$ cat src/rtl/tal_pkg.sv
// Shared types and constants for the thrust allocation pipeline.
// No dependencies; imported by every module under rtl.
`timescale 1ns / 1ps

package tal_pkg;

  localparam int CMD_W     = 16;
  localparam int COEF_W    = 16;
  localparam int PROD_W    = CMD_W + COEF_W;
  localparam int SUM_W     = PROD_W + 2;
  localparam int MAG_W     = 32;
  localparam int FRAC_BITS = 12;
  localparam int LIM_W     = 8;
  localparam int QW        = 8;
  localparam int NUM_W     = MAG_W + LIM_W;
  localparam int RES_W     = 9;
  localparam int ROW_W     = 48;
  localparam int ROW_REGS  = 4;
  localparam int IN_AXES   = 3;
  localparam int IDX_W     = 3;
  localparam int DIV_STEPS = QW;

  // pipeline stage positions
  localparam int ST_IN   = 0;
  localparam int ST_PROD = 1;
  localparam int ST_SUM  = 2;
  localparam int ST_MAX  = 3;
  localparam int ST_MUL  = 4;
  localparam int ST_DIV0 = 5;
  localparam int ST_OUT  = ST_DIV0 + DIV_STEPS;
  localparam int NSTG    = ST_OUT + 1;

  // configuration register indexes
  localparam logic [IDX_W-1:0] REG_ROW0  = 3'd0;
  localparam logic [IDX_W-1:0] REG_LIMIT = 3'd4;

  localparam logic [LIM_W-1:0] LIMIT_RST = 8'd255;

  typedef logic signed [CMD_W-1:0] cmd_t;
  typedef logic [ROW_W-1:0]        row_t;
  typedef logic [MAG_W-1:0]        mag_t;
  typedef logic signed [RES_W-1:0] res_t;
  typedef logic [NSTG-1:0]         stage_en_t;

endpackage

$ cat src/rtl/tal_lane.sv
// One thruster lane: coefficient products, then the row sum and its magnitude.
// Depends on tal_pkg.
`timescale 1ns / 1ps

module tal_lane #(
  parameter int NAX = 3
) (
  input  logic                clk,
  input  tal_pkg::stage_en_t  stg_en,
  input  tal_pkg::cmd_t       cmd [0:NAX-1],
  input  tal_pkg::row_t       row,
  output tal_pkg::mag_t       mag_r,
  output logic                neg_r
);
  import tal_pkg::*;

  logic signed [PROD_W-1:0] prod_nxt [0:NAX-1];
  logic signed [PROD_W-1:0] prod_r   [0:NAX-1];
  logic signed [SUM_W-1:0]  sum_nxt;
  logic [SUM_W-1:0]         abs_w;
  logic                     neg_nxt;

  always_comb begin
    for (int j = 0; j < NAX; j++) begin
      prod_nxt[j] = $signed(row[COEF_W*j +: COEF_W]) * cmd[j];
    end
  end

  always_ff @(posedge clk) begin
    if (stg_en[ST_PROD]) begin
      prod_r <= prod_nxt;
    end
  end

  always_comb begin
    sum_nxt = '0;
    for (int j = 0; j < NAX; j++) begin
      sum_nxt = sum_nxt + SUM_W'(prod_r[j]);
    end
    neg_nxt = sum_nxt[SUM_W-1];
    abs_w   = neg_nxt ? -sum_nxt : sum_nxt;
  end

  always_ff @(posedge clk) begin
    if (stg_en[ST_SUM]) begin
      mag_r <= abs_w[MAG_W-1:0];
      neg_r <= neg_nxt;
    end
  end

endmodule

$ cat config.mk
export PLATFORM = sky130hd
export DESIGN_NAME = tal_lane
export DESIGN_NICKNAME = d
export VERILOG_FILES = /design/src/rtl/tal_pkg.sv /design/src/rtl/tal_lane.sv
export SDC_FILE = /design/constraint.sdc
export NUM_CORES = 2
export LEC_CHECK = 0
export ABC_CLOCK_PERIOD_IN_PS = 8039
export BUFFER_PORTS_ARGS = -buffer_cell sky130_fd_sc_hd__clkbuf_2
export CORE_ASPECT_RATIO = 1.4
export CORE_MARGIN = 5
export CORE_UTILIZATION = 30
export CTS_BUF_LIST = sky130_fd_sc_hd__clkbuf_2 sky130_fd_sc_hd__clkbuf_4 sky130_fd_sc_hd__clkbuf_8
export DETAILED_ROUTE_END_ITERATION = 12
export PLACE_DENSITY_LB_ADDON = 0.15
export SYNTH_ARGS = -nofsm -noshare
export SYNTH_HDL_FRONTEND = slang
export SYNTH_SLANG_ARGS = --single-unit
$ cat constraint.sdc
create_clock -name clk -period 8.04 [get_ports clk]
set_input_delay 1.206 -clock clk [delete_from_list [all_inputs] [get_ports clk]]
set_output_delay 1.206 -clock clk [all_outputs]
set_load 0.1 [all_outputs]
After elaboration in Yosys (flattened, before gate mapping)
Cells that the tools add are included.
{ "totals": {"reg_bits": 129, "output_inout_bits": 33, "elab_cells": 12} }
{ "classes": {"n_addsub": 3, "mul": 3, "mux": 1} }
{ "ops": {"columns": ["cell", "n"], "rows": [
  ["$mul A16 B16 Y32", 3],
  ["$add A33 B32 Y34", 1],
  ["$add A32 B32 Y33", 1],
  ["$mux W32", 1],
  ["$neg A32 Y32", 1]
]} }

Logic depth before layout (Yosys ltp)
{ "depth": {"depth_word": 4, "mapped_depth": 25, "depth_no_buf": 24} }

Worst setup path after synthesis
No wires, ideal clock.
{ "synth_timing": {"path_kind": "in2reg", "startpoint": "in row[15]", "endpoint": "reg prod_r[95] (netlist bit) (data pin)", "setup_time_ps": 260, "t_arrival_ps": 6875, "slack_ps": 905, "stages": 22, "path_buffers": 1, "cell_sequence": "clkbuf_1 nand2_1 inv_1 fa_1 fa_1 fa_1 fa_1 fa_1 inv_1 fa_1 inv_1 ha_1 a22o_1 nor4_1 o2bb2ai_1 a311oi_1 a221oi_1 o21ai_0 nand4_1 nand4b_1 a21oi_1 xnor2_1"} }
{ "synth_rtl": {"columns": ["item", "line", "text"], "rows": [
  ["start: declaration", "tal_lane.sv:11", "input tal_pkg::row_t row,"],
  ["end signal: assignment", "tal_lane.sv:31", "prod_r <= prod_nxt;"],
  ["end: declaration", "tal_lane.sv:18", "logic signed [PROD_W-1:0] prod_r [0:NAX-1];"]
]} }

==> flow_summary.yaml <==
clock_network:
  clock-sinks: 129
  cts_hold_buf: 0
  cts-root-buf: "clkbuf_8"
  clkTransAtPathRegs_ns: 0.09
  clockBufferDepth: 2
  htreeDepth: 4
  numCtsBuffers: 17
  cts_setup_buffers: 0
  post_cts_resize_count: 0
  insertion_delay_ns: 0.47
  cts_tree: "done"
sta:
  clock_skew_ns: 0.0214
  layout_worst_path_cycle_share_pct: 90.9
  final_max_slew_viol_count: 0
  slew-limit-headroom_pct: 33.4
  finalSetupTns_ns: 0
  max_freq_mhz: 137
  setup_viol_count_final: 0
  finalHoldViolCount: 0
  worstMarginPinSlew_ns: 0.999
  period_needed_ns: 7.31
  rsz0062_at_grt: "false"
worst_setup_path:
  worst-setup-path-type: "input port to register"
  required_ns: 8.24
  r2r_slack_ns: 2.55
  r2r-end: "mag_r[25]$_DFFE_PP_"
  cp.arrival_ns: 7.51
  r2r_start: "prod_r[1]$_DFFE_PP_"
  critPathCaptureType: "register"
  cp_max_fo: 16
  startpoint_type: "input port"
  ff2ff_path_depth: 16
synthesis:
  synth_area_leaders: "fa_1 46%, edfxtp_1 11%, ha_1 9.8%"
  synth_top_cell_area_share_pct: 45.8
  ys_top_cells_by_count: "871 x inv_1, 819 x fa_1, 392 x nand2_1"
  post-synth-top-count-cell: "inv_1"
  synth_largest_area_cell: "fa_1"
  synthArstFlopShare_pct: 0
  ys_seq_area_share_pct: 10.8
  netlist_area_um2: 35800
  synth_cell_types: 67
  syn_nets: 4867
  ys.flop_type: "edfxtp_1"
  yosysWarnings: 0
  synth-seq-cells: 129
  synth_area_per_cell_um2: 9.79
  syn_inst: 3658
  synth_edf_count: 129
hold_path:
  worstHoldPathCells: 1
  holdCritStartpoint: "prod_r[64]$_DFFE_PP_"
  holdPathEnd: "mag_r[0]$_DFFE_PP_"
  hp-class: "register to register"
route:
  firstDrtPassIters: 5
  viasPerCell: 4.42
  drc: 0
  vias: 23855
  ant_nets: 0
  wl_per_cell_um: 17.2
  drt_iter0_drc: 784
  routed_wl_um: 92700
placement:
  dp.cells: 5358
  placed_cell_area_um2: 38700
  hpwl_um: 80400
  gp_congestion: 0.800
  io_buffers: 131
layout:
  nets: 4990
  drive_above_1_share_pct: 6.83
  area_growth_pct: 9.15
  design_area_um2: 39100
  final_cells: 5392
grt:
  grt_pass1_vias: 26696
  grt_pass1_wl_um: 150000
  overflow: 0
  grt_max_degree: 77
  grt_use_total_pct: 15.2
  antenna_found_initial: 2
die:
  initial_core_util_pct: 30.1
  fp.dieArea_um2: 126000
  floorplan.core_area_um2: 119000
  io_pins: 144
  die_h_um: 419
  fp-row-count: 150
  die_w_um: 302
run:
  max_cap_viol_count: 0
status:
  status: "completed"
==> cell families (layout without fill, tap and decap cells) <==
group                    Yosys count  in the layout  share of synthesized area (%)
AO/OA/AOI/OAI                    301            301                           5.47
XOR/XNOR                         165            165                           4.04
adder cells (fa/ha/maj)         1098           1098                           55.6
buffers and inverters            979           1115                           10.3
flip-flops                       129            129                           10.8
multiplexers                       1              1                         0.0280
other                              0              2                              0
AND/OR/NAND/NOR                  985            985                           13.8
==> registers in the layout, indices dropped and copies added (netlist names) <==
register,count
neg_r,1
mag_r,32
prod_r,96
==> metal layers <==
layer	GRT usage (%)	vias to the layer above	share of wire [%]	wire length, µm
met1	19.3	12278	43	39600
met5	0	-	0	0
li1	-	11217	-	-
met3	1.02	76	2.0	1880
met4	3.03	0	1.9	1720
met2	28.4	284	53	49400
==> cell type report <==
| type | instances | area [µm²] |
|---|---|---|
| multi-input cells | 2550 | 28200 |
| diodes | 2 | 5.00 |
| repair buffers | 211 | 1260 |
| inverters | 872 | 3270 |
| clock buffers | 18 | 241 |
| fillers | 12631 | 79900 |
| flip-flops and latches | 129 | 3870 |
| well taps | 1596 | 2000 |
| clock inverters | 14 | 176 |
==> worst max-delay path: stages <==
cell and delay (ns):
clkbuf_2 0.31, nand2_1 0.14, fa_1 0.52, fa_1 0.53
fa_1 0.52, inv_1 0.06, fa_1 0.53, fa_1 0.50
inv_1 0.05, fa_1 0.47, inv_1 0.04, ha_1 0.35
a21o_1 0.18, a21oi_1 0.20, o21ai_0 0.16, a211oi_1 0.44
nor3_1 0.18, o31ai_1 0.44, a21oi_1 0.16, a21o_1 0.23
a31oi_1 0.19, xnor2_1 0.10
==> how the worst max path moves through the flow <==
stage | start | endpoint | slack, ns | cells after the start
6_report | cmd[1] | prod_r[31]$_DFFE_PP_ | 0.73 | 22
5_1_grt | cmd[4] | prod_r[31]$_DFFE_PP_ | 0.37 | 23
4_1_cts | cmd[1] | prod_r[31]$_DFFE_PP_ | 0.73 | 22
3_5_place_dp | cmd[1] | prod_r[31]$_DFFE_PP_ | 0.22 | 22
3_3_place_gp | cmd[1] | prod_r[31]$_DFFE_PP_ | 0.26 | 22
2_1_floorplan | row[15] | prod_r[95]$_DFFE_PP_ | 0.91 | 22
==> placed cells by master, fill, tap and decap left out, types with 3 or more instances in the layout <==
cell and n:
o21bai_1 18, or4_1 3, a311oi_1 4, nand2_1 392
o21ai_0 57, edfxtp_1 129, and2_1 377, o21a_1 16
o211ai_1 4, bufinv_16 3, inv_1 871, a21o_1 47
nor3_1 18, nand3_1 21, xnor2_1 116, and3_1 11
nand2b_1 28, inv_6 5, a211oi_1 10, nor2_1 89
clkbuf_8 17, o31ai_1 9, buf_4 81, a31o_2 3
clkbuf_2 130, fa_1 819, or3_1 5, nor4_1 4
nand4_1 11, a41oi_1 3, a31oi_1 14, a21oi_1 85
or2_2 4, ha_1 279, nor2b_1 12, xor2_1 49
==> metrics by stage <==
step                      util, %  setup slack, ns  hold WS, ns
after CTS                    32.8            0.729        0.752
after floorplan                 -            0.905        0.665
final                        32.8            0.729        0.741
after global routing         32.8            0.374        0.798
after global placement       32.5            0.258        0.744
after detailed placement     32.5            0.223        0.739
Power is left out: the tool's default activity adds up to more than one toggle a clock period on the data nets, which glitch-free logic cannot reach.
