==> config.mk <==
export PLATFORM = sky130hd
export DESIGN_NAME = tal_scale
export DESIGN_NICKNAME = d
export VERILOG_FILES = /design/src/rtl/tal_pkg.sv /design/src/rtl/tal_scale.sv
export SDC_FILE = /design/constraint.sdc
export NUM_CORES = 2
export LEC_CHECK = 0
export BUFFER_PORTS_ARGS = -buffer_cell sky130_fd_sc_hd__buf_4
export CAP_MARGIN = 40
export CORE_AREA = 2 2 305 231
export DETAILED_ROUTE_END_ITERATION = 10
export DIE_AREA = 0 0 307 233
export PLACE_DENSITY = 0.84
export SYNTH_ARGS = -nofsm -noshare
export SYNTH_HDL_FRONTEND = slang
export SYNTH_SLANG_ARGS = --single-unit
==> constraint.sdc <==
create_clock -name clk -period 14.7 [get_ports clk]
set_input_delay 3.675 -clock clk [delete_from_list [all_inputs] [get_ports clk]]
set_output_delay 3.675 -clock clk [all_outputs]
set_load 0.005 [all_outputs]
==> src/rtl/tal_pkg.sv <==
// Shared types and constants for the thrust allocation pipeline.
// No dependencies; imported by every module under rtl.
`timescale 1ns / 1ps

package tal_pkg;

  localparam int CMD_W     = 16;
  localparam int COEF_W    = 16;
  localparam int PROD_W    = CMD_W + COEF_W;
  localparam int SUM_W     = PROD_W + 2;
  localparam int MAG_W     = 32;
  localparam int FRAC_BITS = 12;
  localparam int LIM_W     = 8;
  localparam int QW        = 8;
  localparam int NUM_W     = MAG_W + LIM_W;
  localparam int RES_W     = 9;
  localparam int ROW_W     = 48;
  localparam int ROW_REGS  = 4;
  localparam int IN_AXES   = 3;
  localparam int IDX_W     = 3;
  localparam int DIV_STEPS = QW;

  // pipeline stage positions
  localparam int ST_IN   = 0;
  localparam int ST_PROD = 1;
  localparam int ST_SUM  = 2;
  localparam int ST_MAX  = 3;
  localparam int ST_MUL  = 4;
  localparam int ST_DIV0 = 5;
  localparam int ST_OUT  = ST_DIV0 + DIV_STEPS;
  localparam int NSTG    = ST_OUT + 1;

  // configuration register indexes
  localparam logic [IDX_W-1:0] REG_ROW0  = 3'd0;
  localparam logic [IDX_W-1:0] REG_LIMIT = 3'd4;

  localparam logic [LIM_W-1:0] LIMIT_RST = 8'd255;

  typedef logic signed [CMD_W-1:0] cmd_t;
  typedef logic [ROW_W-1:0]        row_t;
  typedef logic [MAG_W-1:0]        mag_t;
  typedef logic signed [RES_W-1:0] res_t;
  typedef logic [NSTG-1:0]         stage_en_t;

endpackage

==> src/rtl/tal_scale.sv <==
// Per-lane scaling: mag * limit, restoring divide by the max one quotient bit
// per stage, unscaled if within limit, then sign restore. Depends on tal_pkg.
`timescale 1ns / 1ps

module tal_scale (
  input  logic                      clk,
  input  tal_pkg::stage_en_t        stg_en,
  input  tal_pkg::mag_t             mag,
  input  logic                      neg,
  input  tal_pkg::mag_t             maxmag,
  input  logic                      scaled,
  input  logic [tal_pkg::LIM_W-1:0] limit,
  output tal_pkg::res_t             res_r,
  output logic                      scaled_out_r
);
  import tal_pkg::*;

  mag_t              mag3_r;
  logic              neg3_r;
  logic [NUM_W-1:0]  rem_r [0:DIV_STEPS];
  logic [QW-1:0]     quo_r [0:DIV_STEPS];
  logic [QW-1:0]     sml_r [0:DIV_STEPS];
  mag_t              div_r [0:DIV_STEPS];
  logic              neg_r [0:DIV_STEPS];
  logic              scl_r [0:DIV_STEPS];
  logic [QW-1:0]     quot_w;
  res_t              res_nxt;

  // align with the merge stage
  always_ff @(posedge clk) begin
    if (stg_en[ST_MAX]) begin
      mag3_r <= mag;
      neg3_r <= neg;
    end
  end

  always_ff @(posedge clk) begin
    if (stg_en[ST_MUL]) begin
      rem_r[0] <= NUM_W'(mag3_r) * NUM_W'(limit);
      quo_r[0] <= '0;
      // unscaled result: mag stays within limit << 12, so 8 bits hold it
      sml_r[0] <= mag3_r[FRAC_BITS +: QW];
      div_r[0] <= maxmag;
      neg_r[0] <= neg3_r;
      scl_r[0] <= scaled;
    end
  end

  for (genvar j = 0; j < DIV_STEPS; j++) begin : g_div
    logic [NUM_W-1:0] dsh_w;
    logic             ge_w;

    assign dsh_w = NUM_W'(div_r[j]) << (QW - 1 - j);
    assign ge_w  = rem_r[j] >= dsh_w;

    always_ff @(posedge clk) begin
      if (stg_en[ST_DIV0 + j]) begin
        rem_r[j+1] <= ge_w ? rem_r[j] - dsh_w : rem_r[j];
        quo_r[j+1] <= {quo_r[j][QW-2:0], ge_w};
        sml_r[j+1] <= sml_r[j];
        div_r[j+1] <= div_r[j];
        neg_r[j+1] <= neg_r[j];
        scl_r[j+1] <= scl_r[j];
      end
    end
  end

  always_comb begin
    quot_w  = scl_r[DIV_STEPS] ? quo_r[DIV_STEPS] : sml_r[DIV_STEPS];
    res_nxt = neg_r[DIV_STEPS] ? -$signed({1'b0, quot_w}) : $signed({1'b0, quot_w});
  end

  always_ff @(posedge clk) begin
    if (stg_en[ST_OUT]) begin
      res_r        <= res_nxt;
      scaled_out_r <= scl_r[DIV_STEPS];
    end
  end

endmodule

# Word level (Yosys, flattened, before mapping)
# Memory sizes are Yosys's and may differ from the RTL's.
# Index checks and enable logic that the tools add are counted.
totals:
  input_bits: 89
  word_cells: 57
  memories: 6
  out_inout_bits: 10
  ramBits: 810
  regBits: 43
mem_list:
  columns: ["memory", "depth", "width", "read_ports", "rd_clocked_by_memory_dff", "wr", "line_no", "source"]
  rows:
  - ["rem_r", 9, 40, 8, 0, 9, "tal_scale.sv:20", "logic [NUM_W-1:0] rem_r [0:DIV_STEPS];"]
  - ["div_r", 9, 32, 8, 0, 9, "tal_scale.sv:23", "mag_t div_r [0:DIV_STEPS];"]
  - ["quo_r", 9, 8, 9, 0, 9, "tal_scale.sv:21", "logic [QW-1:0] quo_r [0:DIV_STEPS];"]
  - ["sml_r", 9, 8, 9, 0, 9, "tal_scale.sv:22", "logic [QW-1:0] sml_r [0:DIV_STEPS];"]
  - ["neg_r", 9, 1, 9, 0, 9, "tal_scale.sv:24", "logic neg_r [0:DIV_STEPS];"]
  - ["scl_r", 9, 1, 9, 0, 9, "tal_scale.sv:25", "logic scl_r [0:DIV_STEPS];"]
classes:
  mul: 1
  n_mux: 28
  n_lt_le_gt_ge: 8
  add_sub_neg: 9
ops:
  columns: ["cell", "n"]
  rows:
  - ["$mux 40", 8]
  - ["$ge 40x32->1", 1]
  - ["$ge 40x33->1", 1]
  - ["$ge 40x34->1", 1]
  - ["$ge 40x35->1", 1]
  - ["$ge 40x36->1", 1]
  - ["$ge 40x37->1", 1]
  - ["$ge 40x38->1", 1]
  - ["$ge 40x39->1", 1]
  - ["$mul 32x8->40", 1]
  - ["$sub 40x32->40", 1]
  - ["$sub 40x33->40", 1]
  - ["$sub 40x34->40", 1]
  - ["$sub 40x35->40", 1]
  - ["$sub 40x36->40", 1]
  - ["$sub 40x37->40", 1]
  - ["$sub 40x38->40", 1]
  - ["$sub 40x39->40", 1]
  - ["$mux 1", 18]
  - ["$mux 8", 2]
  - ["$neg 8->9", 1]

# Depth between registers and ports, before layout
# An unclocked memory read counts as a cell.
depth:
  ltp_word: 4
  depth_mapped: 21
  ltp_nobuf: 20

# Worst setup path after synthesis
# No wires, ideal clock.
synth_timing:
  path_type: "in2reg"
  start: "input limit[7] in the netlist's numbering"
  end: "memory rem_r[0][38] in the netlist's numbering, data pin"
  n_path_buf: 1
  t_required_ps: 14435
  arrival_time_ps: 8519
  path_slack_ps: 5916
  setup_ps: 265
  stages: 19
  cell_sequence: "clkbuf_1 > nand2_1 > fa_1 > fa_1 > inv_1 > fa_1 > inv_1 > fa_1 > inv_1 > ha_1 > o311ai_0 > o31ai_1 > a22oi_1 > o21ai_0 > a221o_1 > a31o_2 > nand3_1 > o211ai_1 > xor2_1"
synth_rtl:
  columns: ["item", "line_no", "source"]
  rows:
  - ["start: declaration", "tal_scale.sv:12", "input logic [tal_pkg::LIM_W-1:0] limit,"]
  - ["end: declaration", "tal_scale.sv:20", null]

==> impl.org <==
** Global route
- Largest net degree at the start of global routing :: 76
- Global Route Usage Sum :: 28.2%
- The number of antenna violations at the first check in global routing was 2.
- Number of global-route vias before repair :: 30987
- Summed over all layers, the global routing overflow is 0.
- The first global-routing pass estimated 160 mm of wire.

** Routing
- After detailed routing, the number of vias per cell comes to 6.02.
- Routed wire length per instance :: 18.7 um
- For this block, the routed nets add up to 98.1 mm of wire.
- Pre-Repair DR Iteration Count :: 8
- Number of nets with antenna violations after routing :: 0
- After detailed routing, the number of remaining DRC violations is 0.
- Initial detailed-routing violation count :: 2897
- Via Count :: 31575

** Clocking
- Maximum number of buffers from clock root to sink :: 3
- Clock sinks :: 745
- At the later pin of the worst-skew pair, clock insertion delay measures 0.64 ns.
- CTS built an H-tree with a depth of 3.
- In this run, post-CTS hold repair placed 0 buffers.
- Post-CTS timing repair inserted 0 buffers for setup.
- Clock-pin slew was measured on the worst setup and hold paths at 0.06 ns.
- TritonCTS clock tree :: done
- In this run, post-CTS repair resized a total of 0 instances.
- Clock buffers created by TritonCTS :: 75
- Clock root buffer :: clkbuf_16

** Floorplanning
- The floorplan step defined a die boundary enclosing 71500 um2.
- The die is 233 um tall.
- The core region is 68300 um2.
- Initial Utilization :: 68.8%
- Number of top-level pins :: 99
- Row count :: 83
- In this run the horizontal extent of the chip is 307 um.

** Timing
- Final hold viol count :: 0
- Worst Skew :: 0.0318 ns
- Setup repair after global routing left no endpoint under its margin.
- Timing would allow up to 110 MHz.
- Time the final worst path needs with I/O delays and setup :: 9.07 ns
- Across all hold checks on the routed design, the worst slack comes to 0.415 ns.
- Slew at the pin closest to its max-slew limit :: 0.934 ns
- In this run the tightest slew margin relative to its limit is 36.8%.
- Setup Total Neg Slack :: 0 ns
- The final critical path takes up 61.7% of the cycle.
- Pins Over Slew Limit :: 0
- Fin worst setup slack :: 5.63 ns
- Setup violations, final :: 0

** Placed design
- Placer congestion estimate :: 0.921
- During placement, the flow inserted port buffers numbering 95.
- HPWL reported at the end of detailed placement :: 73.3 mm
- Timing analysis after detailed placement gives a worst setup slack of 5.12 ns.

** Pwr
- Pleak :: 0.0214 uW
- Largest vdd supply drop :: 0.000131 V
- Power density over the cells :: 218 nW/um2
- Power comes to 11100 uW.

** Finish
- Total inserted antenna cells :: 0
- For this run, the post-layout net count is 4885.
- Layout cells sized above 1 :: 7.45%
- Relative to the synthesized area, the layout overhead comes to 8.29%.

** Logic synthesis
- After synthesis, the largest area contributor takes up 47.6% of total cell area.
- In this run the mean area of a mapped cell was 11.1 um2.
- Ranking of synthesized cells by area :: edfxtp_1 (48%), ha_1 (8.4%), fa_1 (8.0%)
- In this run the cell area of the synthesized design comes to 47000 um2.
- Dominant cell type by area after synthesis :: edfxtp_1
- Synthesis inferred 745 register bits.
- Yosys printed 0 warnings.
- Share of flip-flops with an asynchronous set or reset :: 0%
- Commonest register cell after synthesis :: edfxtp_1
- Register area share after synthesis :: 47.6%
- In this run, synthesis inferred 745 flip-flops with an integrated enable.
- Post-Synthesis Cells :: 4227
- Number of distinct library cell variants in the gate-level netlist after synthesis :: 83
- Net count of the mapped netlist :: 4820

** Critical path
- Start of the worst register-to-register path :: mag3_r[1]$_DFFE_PP_
- For the worst setup path, the data arrival time is 9.45 ns.
- The worst setup path is launched from a primary input.
- R2r worst-path depth :: 18
- Largest driver fanout on the critical path :: 32
- For the worst setup path, the data required time is 15.07 ns.
- The worst setup path is captured at a register.
- By startpoint and endpoint, the worst setup path is classified as in2reg.
- In this run the critical register-to-register path is captured at rem_r[0][38]$_DFFE_PP_.
- The setup check on the worst reg-to-reg path leaves a slack of 8.36 ns.

** Worst hold path
- Worst-case hold path end point :: sml_r[0][66]$_DFFE_PP_
- Worst hold path cell count :: 0
- Source of the worst hold timing path :: sml_r[0][58]$_DFFE_PP_
- The path class of the tightest hold or removal check is reg2reg.

** Job
- Maxcap violations :: 0

** Status
- The run finished with clean final reports.
[layer usage]
metal,share of wire (%),vias to the layer above,GRT usage (%)
li1,-,15131,-
met1,44,15086,39.4
met2,46,1141,45.4
met3,7.2,215,4.94
met4,3.1,2,9.13
met5,0.017,-,0
[per-stage QoR]
step	cells	area, um2	util [%]
3_5_place_dp	5107	48400	70.9
3_3_place_gp	5107	48400	70.9
5_1_grt	5241	50900	74.5
6_report	5241	50900	74.5
2_1_floorplan	4227	47000	-
4_1_cts	5241	50900	74.5
[power breakdown]
part           total, uW  internal [uW]  switching [uW]
combinational       5640           2390            3240
clock               1890           1060             830
sequential          3590           3230             364
total              11100           6680            4440
[how the worst max path moves through the flow]
| stage | endpoint | depth (start not counted) | slack [ns] | from |
|---|---|---|---|---|
| after floorplan | rem_r[0][38]$_DFFE_PP_ | 19 | 5.92 | limit[7] |
| after global placement | rem_r[0][38]$_DFFE_PP_ | 19 | 5.21 | limit[7] |
| after detailed placement | rem_r[0][38]$_DFFE_PP_ | 19 | 5.12 | limit[7] |
| after CTS | rem_r[0][38]$_DFFE_PP_ | 19 | 5.72 | limit[6] |
| after global routing | rem_r[0][38]$_DFFE_PP_ | 19 | 5.32 | limit[6] |
| final | rem_r[0][38]$_DFFE_PP_ | 19 | 5.63 | limit[6] |
[synthesized netlist by cell type, drive strengths merged, types with 26 or more instances]
cell type / number
nand2: 291
mux2: 57
xnor2: 143
and2: 213
nand3: 43
nor2b: 38
a21o: 166
o21a: 27
inv: 510
clkbuf: 91
buf: 31
nand2b: 46
fa: 187
a211oi: 26
o21bai: 37
nor3: 53
o21ai: 252
edfxtp: 745
a21oi: 298
nand4: 58
nor2: 187
ha: 317
xor2: 107
a31oi: 30
[cell families after synthesis]
kind of cell	after synthesis	synth area share, %
simple gates	1034	11.2
fa+ha+maj	504	16.4
mux	73	1.71
compound gates	989	13.2
flops	745	47.6
buf+inv	632	5.19
xor+xnor	250	4.66
[layout by cell type, fill, tap and decap left out, types with 12 or more instances in the layout]
master       n
edfxtp_1   745
inv_1      509
ha_1       317
a21oi_1    298
nand2_1    291
o21ai_0    245
and2_1     213
nor2_1     187
fa_1       187
a21o_1     165
xnor2_1    143
buf_4      110
xor2_1     107
clkbuf_16   76
nand4_1     58
mux2_2      56
nor3_1      52
nand2b_1    46
nand3_1     43
nor2b_1     38
o21bai_1    37
a31oi_1     30
o21a_1      26
a211oi_1    26
o31ai_1     21
and3_1      19
o211ai_1    18
mux2i_1     16
nor4_1      16
clkinv_2    16
clkbuf_1    15
o31a_1      13
or3_1       12
[final cells by class]
cell class / instances / area [um2]
sequential: 745 / 22400
multi-input combinational: 2850 / 22200
fill: 4565 / 17500
clock buffer: 91 / 1960
inverter: 510 / 1910
tap: 892 / 1120
timing repair buffer: 110 / 826
clock inverter: 43 / 477
[worst max-delay path: stages]
cell	delay, ns
buf_4	0.30
and2_1	0.21
fa_1	0.45
fa_1	0.52
fa_1	0.54
inv_1	0.05
fa_1	0.54
inv_1	0.04
ha_1	0.32
or2_2	0.13
o311ai_0	0.17
o31ai_1	0.61
a22oi_1	0.31
o21ai_0	0.57
a221o_1	0.29
a31o_2	0.21
nand3_1	0.12
o211ai_1	0.25
xor2_1	0.11
[flip-flops by register name, summed over array words and instances, names as in the netlist]
name          count
rem_r           320
div_r           256
sml_r            72
quo_r            36
mag3_r           32
neg_r             9
res_r             9
scl_r             9
neg3_r            1
scaled_out_r      1
Note: power is estimated with default switching activity, not from simulation.
