==> src/rtl/tal_pkg.sv <==
// Shared types and constants for the thrust allocation pipeline.
// No dependencies; imported by every module under rtl.
`timescale 1ns / 1ps

package tal_pkg;

  localparam int CMD_W     = 16;
  localparam int COEF_W    = 16;
  localparam int PROD_W    = CMD_W + COEF_W;
  localparam int SUM_W     = PROD_W + 2;
  localparam int MAG_W     = 32;
  localparam int FRAC_BITS = 12;
  localparam int LIM_W     = 8;
  localparam int QW        = 8;
  localparam int NUM_W     = MAG_W + LIM_W;
  localparam int RES_W     = 9;
  localparam int ROW_W     = 48;
  localparam int ROW_REGS  = 4;
  localparam int IN_AXES   = 3;
  localparam int IDX_W     = 3;
  localparam int DIV_STEPS = QW;

  // pipeline stage positions
  localparam int ST_IN   = 0;
  localparam int ST_PROD = 1;
  localparam int ST_SUM  = 2;
  localparam int ST_MAX  = 3;
  localparam int ST_MUL  = 4;
  localparam int ST_DIV0 = 5;
  localparam int ST_OUT  = ST_DIV0 + DIV_STEPS;
  localparam int NSTG    = ST_OUT + 1;

  // configuration register indexes
  localparam logic [IDX_W-1:0] REG_ROW0  = 3'd0;
  localparam logic [IDX_W-1:0] REG_LIMIT = 3'd4;

  localparam logic [LIM_W-1:0] LIMIT_RST = 8'd255;

  typedef logic signed [CMD_W-1:0] cmd_t;
  typedef logic [ROW_W-1:0]        row_t;
  typedef logic [MAG_W-1:0]        mag_t;
  typedef logic signed [RES_W-1:0] res_t;
  typedef logic [NSTG-1:0]         stage_en_t;

endpackage

==> src/rtl/tal_max.sv <==
// Merge stage: largest magnitude over all lanes and the over-limit flag.
// Depends on tal_pkg.
`timescale 1ns / 1ps

module tal_max #(
  parameter int LANES = 4
) (
  input  logic                    clk,
  input  tal_pkg::stage_en_t      stg_en,
  input  tal_pkg::mag_t           mag [0:LANES-1],
  input  logic [tal_pkg::LIM_W-1:0] limit,
  output tal_pkg::mag_t           maxmag_r,
  output logic                    scaled_r
);
  import tal_pkg::*;

  mag_t maxmag_nxt;
  logic scaled_nxt;

  always_comb begin
    maxmag_nxt = '0;
    for (int i = 0; i < LANES; i++) begin
      if (mag[i] > maxmag_nxt) begin
        maxmag_nxt = mag[i];
      end
    end
    scaled_nxt = maxmag_nxt > MAG_W'({limit, {FRAC_BITS{1'b0}}});
  end

  always_ff @(posedge clk) begin
    if (stg_en[ST_MAX]) begin
      maxmag_r <= maxmag_nxt;
      scaled_r <= scaled_nxt;
    end
  end

endmodule

==> config.mk <==
export PLATFORM = sky130hd
export DESIGN_NAME = tal_max
export DESIGN_NICKNAME = d
export VERILOG_FILES = /design/src/rtl/tal_pkg.sv /design/src/rtl/tal_max.sv
export SDC_FILE = /design/constraint.sdc
export NUM_CORES = 1
export LEC_CHECK = 0
export ABC_AREA = 1
export BUFFER_PORTS_ARGS = -buffer_cell sky130_fd_sc_hd__buf_2
export CORE_MARGIN = 1.5
export CORE_UTILIZATION = 46
export DETAILED_ROUTE_END_ITERATION = 7
export GPL_TIMING_DRIVEN = 0
export PLACE_DENSITY = 0.8
export SETUP_SLACK_MARGIN = 0.1
export SLEW_MARGIN = 15
export SYNTH_ARGS = -nofsm -noshare
export SYNTH_HDL_FRONTEND = slang
export SYNTH_SLANG_ARGS = --single-unit
==> constraint.sdc <==
create_clock -name clk -period 7.35 [get_ports clk]
set_clock_uncertainty 0.15 [all_clocks]
set_input_delay 0.3675 -clock clk [delete_from_list [all_inputs] [get_ports clk]]
set_output_delay 0.3675 -clock clk [all_outputs]
set_load 0.02 [all_outputs]
---- After elaboration in Yosys (flattened, before gate mapping) ----
Cells that the tools add are included.
operators by class
  order comparisons ....................... 5
  mux-type cells .......................... 4
operator list
  cell                                                             count
  two-way mux 32 bit                                               4
  greater-than comparator 32 bit                                   3
  greater-than comparator 32 x 1 -> 1 bit (second input constant)  1
  greater-than comparator 32 x 20 -> 1 bit                         1
storage, ports and cells
  flip-flop bits (word level) ............. 33
  input port bits ......................... 151

---- Depth between registers and ports, before layout ----
Gate-level depths: netlist of run 1.
  depth after elaboration ................. 9
  gate-level depth with buffers ........... 60

---- Worst setup path after synthesis of run 1 ----
Ideal clock, no wire load.
  kind .................................... input -> register
  start point ............................. input port mag[119] (netlist name)
  end point ............................... register scaled_r (data pin)
  setup time .............................. 0.253 ns
  data arrival time ....................... 6.520 ns
  slack ................................... 0.427 ns
  stages on the path ...................... 42
  path buffers ............................ 5
  cell sequence ........................... inv_1 -> ha_1 -> nand2_1 -> nor2_1 -> nand4_1 -> nor2_2 -> nand4_2 -> nand2_4 -> clkbuf_1 -> clkbuf_1 -> o21ai_0 -> ha_1 -> nand2_1 -> nor4b_1 -> nand4_1 -> nand3b_1 -> nand2_2 -> buf_6 -> [... 6 more ...] -> o221a_2 -> a21bo_2 -> nand2_1 -> o2111ai_1 -> nand2_1 -> clkinv_1 -> clkbuf_1 -> clkbuf_1 -> nand2_1 -> o21ai_0 -> ha_1 -> a21oi_1 -> o21a_1 -> a31oi_1 -> nor2_1 -> nand3_1 -> nor2_1 -> nand2_1
between the ends
  word-level cells in the longest chain between the ends .. 9
RTL lines
  item                                          RTL line       text
  from (decl)                                   tal_max.sv:10  input tal_pkg::mag_t mag [0:LANES-1],
  greater-than comparator 32 x 1 -> 1 bit       tal_max.sv:23  if (mag[i] > maxmag_nxt) begin
  two-way mux 32 bit (*)                        tal_max.sv:23
  greater-than comparator 32 bit                tal_max.sv:23
  two-way mux 32 bit (*)                        tal_max.sv:23
  greater-than comparator 32 bit                tal_max.sv:23
  two-way mux 32 bit (*)                        tal_max.sv:23
  greater-than comparator 32 bit                tal_max.sv:23
  two-way mux 32 bit (*)                        tal_max.sv:23
  net maxmag_nxt[19]                            tal_max.sv:17  mag_t maxmag_nxt;
  greater-than comparator 32 x 20 -> 1 bit (*)  tal_max.sv:27  scaled_nxt = maxmag_nxt > MAG_W'({limit, {FRAC_BITS{1'b0}}});
  net scaled_nxt                                tal_max.sv:18  logic scaled_nxt;
  to (signal assigned)                          tal_max.sv:33  scaled_r <= scaled_nxt;
  to (decl)                                     tal_max.sv:13  output logic scaled_r
The timed path passes the listed nets; every way through them passes the cells marked *.
A chain may end at the register's enable or synchronous reset.

---- Worst setup path in the final report of run 1 ----
Same ends and word-level chain as after synthesis.

==> results.sh, run 1 <==
export IMPL_run_status="completed"
export IMPL_first_pass_iters=5
export IMPL_whs_ns=0.2669
export IMPL_hpwl_um=11740
export IMPL_drt_total_wl_um=13550
export IMPL_period_share_pct=92.51
export IMPL_num_rows=37
export IMPL_post_route_drc_count=0
export IMPL_layout_commonest_cell="nand2_1"
export IMPL_crit_path_top_delay_cell="ha_1"
export IMPL_cts_tree="built"
export IMPL_drive_above_1_share_pct=29.16
export IMPL_avgSynthCellArea_um2=6.946
export IMPL_grt_pass1_wl_um=21310
export IMPL_clkPwrFrac_pct=10.0
export IMPL_p_comb_share_pct=66.9
export IMPL_arrival_ns=6.68
export IMPL_layout_common_cells="nand2_1 (181), buf_2 (171), ha_1 (101), inv_1 (99), nand3_1 (50)"
export IMPL_p_leak_nw=3.482
export IMPL_crit_fanout=19
export IMPL_p_seq_share_pct=23.1
export IMPL_cp_slowest_stage_delay_ns=0.34
export IMPL_dr_total_vias=5137
export IMPL_cts_buffer_depth=2
export IMPL_vias_per_cell=4.935
export IMPL_fin_area_um2=6339
export IMPL_dp_cells=1011
export IMPL_cts_sinks=33
export IMPL_place_congestion=0.9548
export IMPL_areaGrowthSynthToFinish_pct=29.43
export IMPL_critPathCapture="scaled_r$_DFFE_PP_"
export IMPL_io_pins=184
export IMPL_cp_start_kind="input port"
export IMPL_dieWidth_um=106.2
export IMPL_core_um2=10320
export IMPL_preCtsSetupSlack_ns=-1.356
export IMPL_drv_slew=0
export IMPL_die_h_um=106.2
export IMPL_start_util_pct=47.44
export IMPL_drt_iter0_drc=263
export IMPL_syn_num_nets=959
export IMPL_worstHoldPathType="in2reg"
export IMPL_cp_top_family="simple AND/OR/NAND/NOR gates"
export IMPL_clk_pin_slew_worst_paths_ns=0.06
export IMPL_synth_area_um2=4897
export IMPL_placed_area_um2=5918
export IMPL_setup_tns_ns=0
export IMPL_cp_depth=45
export IMPL_worstHoldPathCells=3
export IMPL_finalNetCount=1155
export IMPL_portBuffers=170
export IMPL_end_kind="flop"
export IMPL_die_area_um2=11270
export IMPL_cp_required_ns=7.23
export IMPL_power_switching_uw=575.5
export IMPL_cts_root_buf="clkbuf_8"
export IMPL_wl_per_cell_um=13.01
export IMPL_period_minus_slack_ns=6.799
export IMPL_drtAntennaViolNets=0
export IMPL_antenna_found_initial=3
export IMPL_grt_max_degree=34
export IMPL_grt_use_total_pct=23.46
export IMPL_setup_violations=0
export IMPL_grt_remaining_overflow=0
export IMPL_yosysSeqAreaShare_pct=20.24
export IMPL_finalCoreUtilization_pct=61.40
export IMPL_worstSetupStartpoint="mag[119]"
export IMPL_htree_levels=2
export IMPL_cpMostUsedCell="nand2_1"
export IMPL_tightest_slew_ns=0.6781
export IMPL_synth_cells=705
export IMPL_cap_viol_max_count=0
export IMPL_setup_slack_ns=0.5508
export IMPL_grt_pass1_vias=4675
export IMPL_critPathKind="in2reg"
export IMPL_power_share_switching_pct=45.93
export IMPL_multi_input_area_um2=3553
export IMPL_regArea_um2=991.0
export IMPL_numCtsBuffers=5
export IMPL_stdcell_count=1041
export IMPL_grt_setup_unrepaired="false"
export IMPL_ys_seq_elements=33
export IMPL_vdd_drop_max_uv=134.6
export IMPL_internal_power_uw=677.4
export IMPL_nFillCells=983
export IMPL_synth_warnings=0
export IMPL_p_total_mw=1.253
export IMPL_power_density_nw_per_um2=197.7
export IMPL_slew_headroom_pct=54.80
export IMPL_hold_viol_final=0
export IMPL_synth_cell_types=39
export IMPL_max_freq_mhz=147.1
export IMPL_crit_buf_inv=8
## sequential cells by signal, indices dropped and copies added, names as in the netlist
signal	count
maxmag_r	32
scaled_r	1
## synthesized netlist by cell type, drive strengths merged
cell type,number,area share (%)
nor4,1,0.13
and2,16,2.0
o21ai,63,6.5
and3,1,0.13
a211oi,7,1.1
o2111ai,1,0.18
clkinv,2,0.15
o211ai,2,0.31
ha,103,26
nor4b,1,0.18
o221ai,2,0.36
or2,10,1.3
a221oi,1,0.18
o21a,3,0.46
edfxtp,33,20
buf,6,0.89
nor2,30,2.4
a31oi,1,0.13
clkbuf,14,1.1
a21o,1,0.15
a21bo,1,0.20
nand2,194,16
a21oi,40,4.1
o21bai,1,0.15
nand3,51,5.2
o221a,2,0.46
nand3b,5,0.77
nor3,4,0.41
nand4,9,1.3
inv,100,7.7
## worst min-delay path by stage
stage	endpoint	from	slack [ns]
after global placement	maxmag_r[23]$_DFFE_PP_	mag[23]	0.56
final	maxmag_r[15]$_DFFE_PP_	mag[15]	0.27
after global routing	maxmag_r[19]$_DFFE_PP_	mag[19]	0.29
after detailed placement	maxmag_r[28]$_DFFE_PP_	mag[28]	0.56
after CTS	maxmag_r[28]$_DFFE_PP_	mag[28]	0.27
after floorplan	maxmag_r[0]$_DFFE_PP_	stg_en[3]	0.33
## power by group through the flow
stage	Combinational, mW	Clock (mW)	Sequential (mW)
floorplan	0.455	0	0.365
global placement	0.731	0	0.294
detailed placement	0.748	0	0.295
CTS	0.771	0.127	0.291
global route	0.947	0.134	0.295
finish	0.838	0.125	0.290
## repair_timing
item                                    CTS  global route
hold buffers                              0             0
cloned                                    0             0
pin swaps                                 5            28
resized for setup                        27            65
endpoints found under the setup margin    8             1
buffers inserted                          5            15
## per-layer routing
layer | global-route usage, % | wire [µm] | share of wire, %
met3 | 2.330 | 553 | 4.1
met4 | 9.363 | 383 | 2.8
met5 | 0 | 0 | 0
met1 | 29.92 | 6229 | 46
met2 | 40.51 | 6380 | 47
## kinds of logic after synthesis
family	count (synthesis)	synth area share (%)
fa+ha+maj	103	26.32
simple gates	322	29.41
flops	33	20.24
buf+inv	122	9.785
compound gates	125	14.26
## area by class of cell
cell class	count	share of cell area [%]
antenna	3	0.1184
buffer	19	2.349
clock buffer	5	1.086
clock inverter	3	0.1974
inverter	102	6.080
multi-input combinational	550	56.06
sequential	33	15.63
tap	136	2.685
timing repair buffer	190	15.79
(Power assumes the default switching activity.)
==> run 2, diff against run 1 <==
CTS_CLUSTER_SIZE = 25   (was unset)
PLACE_DENSITY = unset   (was 0.8)
PLACE_DENSITY_LB_ADDON = 0.25   (was unset)
==> run 2 against run 1 <==
Effect of this change:
- core utilization grew 0.097 points
- first-iteration DRC count did not move
- die area unchanged
- setup slack worse by 0.14 ns
- maximum frequency decreased by 2.0%
- total power is 1.0% lower
- final cell count stayed put
- via count is 0.49% lower
- sequential power about the same
- sequential share of layout area about the same
- non-clock buffer count is 2 lower
- critical path depth increased by 1
- critical endpoint unchanged
- largest cell class unchanged
==> results.sh, run 2 (synthesis results as in run 1) <==
export IMPL_areaGrowthSynthToFinish_pct=29.64
export IMPL_worstHoldPathType="in2reg"
export IMPL_portBuffers=170
export IMPL_grt_pass1_wl_um=21160
export IMPL_max_freq_mhz=144.1
export IMPL_critPathKind="in2reg"
export IMPL_power_density_nw_per_um2=195.3
export IMPL_vdd_drop_max_uv=138.7
export IMPL_cap_viol_max_count=0
export IMPL_cp_required_ns=7.23
export IMPL_cp_start_kind="input port"
export IMPL_multi_input_area_um2=3577
export IMPL_layout_commonest_cell="nand2_1"
export IMPL_worstHoldPathCells=3
export IMPL_die_h_um=106.2
export IMPL_period_share_pct=94.43
export IMPL_num_rows=37
export IMPL_p_seq_share_pct=23.4
export IMPL_die_area_um2=11270
export IMPL_wl_per_cell_um=12.99
export IMPL_run_status="completed"
export IMPL_layout_common_cells="nand2_1 (180), buf_2 (172), ha_1 (101), inv_1 (99), nand3_1 (50)"
export IMPL_setup_violations=0
export IMPL_first_pass_iters=5
export IMPL_core_um2=10320
export IMPL_p_comb_share_pct=66.6
export IMPL_start_util_pct=47.44
export IMPL_drtAntennaViolNets=0
export IMPL_grt_remaining_overflow=0
export IMPL_vias_per_cell=4.911
export IMPL_regArea_um2=991.0
export IMPL_drt_iter0_drc=263
export IMPL_crit_path_top_delay_cell="ha_1"
export IMPL_clk_pin_slew_worst_paths_ns=0.06
export IMPL_dieWidth_um=106.2
export IMPL_cpMostUsedCell="nand2_1"
export IMPL_io_pins=184
export IMPL_nFillCells=985
export IMPL_dr_total_vias=5112
export IMPL_crit_fanout=10
export IMPL_grt_setup_unrepaired="false"
export IMPL_place_congestion=0.8600
export IMPL_drt_total_wl_um=13520
export IMPL_whs_ns=0.2790
export IMPL_power_share_switching_pct=45.99
export IMPL_drv_slew=0
export IMPL_largest_register_ffs=32
export IMPL_cts_root_buf="clkbuf_8"
export IMPL_period_minus_slack_ns=6.941
export IMPL_top_regs="maxmag_r x32, scaled_r x1"
export IMPL_post_route_drc_count=0
export IMPL_cts_sinks=33
export IMPL_numCtsBuffers=5
export IMPL_slew_headroom_pct=54.13
export IMPL_drive_above_1_share_pct=28.97
export IMPL_grt_max_degree=34
export IMPL_arrival_ns=6.82
export IMPL_clkPwrFrac_pct=10.0
export IMPL_cts_tree="built"
export IMPL_stdcell_count=1041
export IMPL_internal_power_uw=669.6
export IMPL_p_leak_nw=3.480
export IMPL_end_kind="flop"
export IMPL_finalNetCount=1154
export IMPL_tightest_slew_ns=0.6881
export IMPL_cp_slowest_stage_delay_ns=0.36
export IMPL_hpwl_um=11700
export IMPL_power_switching_uw=570.3
export IMPL_grt_use_total_pct=23.51
export IMPL_regMostFlops="maxmag_r"
export IMPL_antenna_found_initial=4
export IMPL_hold_viol_final=0
export IMPL_dp_cells=1011
export IMPL_setup_tns_ns=0
export IMPL_finalCoreUtilization_pct=61.50
export IMPL_setup_slack_ns=0.4095
export IMPL_cts_buffer_depth=2
export IMPL_grt_pass1_vias=4708
export IMPL_htree_levels=2
export IMPL_preCtsSetupSlack_ns=-1.465
[run 2: cell types whose count changed in the layout (fill, tap and decap cells not counted), sizes merged]
cell and change:
buf -2, clkinv +1, diode +1, inv -1, nand2 +1
[run 2: per-stage QoR]
step           area, µm²  total power, mW
2_1_floorplan       4897           0.8198
5_1_grt             6349            1.366
6_report            6349            1.240
3_5_place_dp        5918            1.043
4_1_cts             6128            1.192
3_3_place_gp        5918            1.030
[run 2: final cells by class]
| type | instances | share of cell area [%] |
|---|---|---|
| Multi-Input combinational cell | 551 | 56.35 |
| Sequential cell | 33 | 15.61 |
| Timing Repair Buffer | 187 | 15.41 |
| Inverter | 102 | 6.110 |
| Tap cell | 136 | 2.680 |
| Buffer | 20 | 2.404 |
| Clock buffer | 5 | 1.084 |
| Clock inverter | 3 | 0.1971 |
| Antenna cell | 4 | 0.1577 |
[run 2: repair_timing]
item                       CTS  global route
pin swaps                    6            26
setup endpoints to repair    8             1
setup buffers                8             9
resized for setup           30            68
hold buffers                 0             0
gates cloned                 0             1
[run 2: power by group through the flow]
stage	registers [mW]	clock network, mW	logic, mW
2_1_floorplan	0.365	0	0.455
3_3_place_gp	0.294	0	0.736
3_5_place_dp	0.295	0	0.748
4_1_cts	0.291	0.128	0.772
5_1_grt	0.294	0.136	0.936
6_report	0.290	0.124	0.825
[run 2: layer usage]
metal	GRT usage, %	up-vias	part of all wire, %
li1	-	2765	-
met1	29.88	2166	45
met2	41.38	155	48
met3	1.655	26	5.0
met4	9.073	0	2.4
met5	0	-	0
[run 2: critical path, delay by kind of cell]
kind / cells / cell delay, ns
AOI/OAI and AO/OA: 14 / 2.01
and+or+nand+nor: 19 / 1.97
buffers and inverters: 9 / 1.13
adders and majority gates: 4 / 1.31
[run 2: worst paths after layout]
kind                  startpoint                     end
worst max-delay path    mag[117]      scaled_r$_DFFE_PP_
worst min-delay path     mag[19]  maxmag_r[19]$_DFFE_PP_
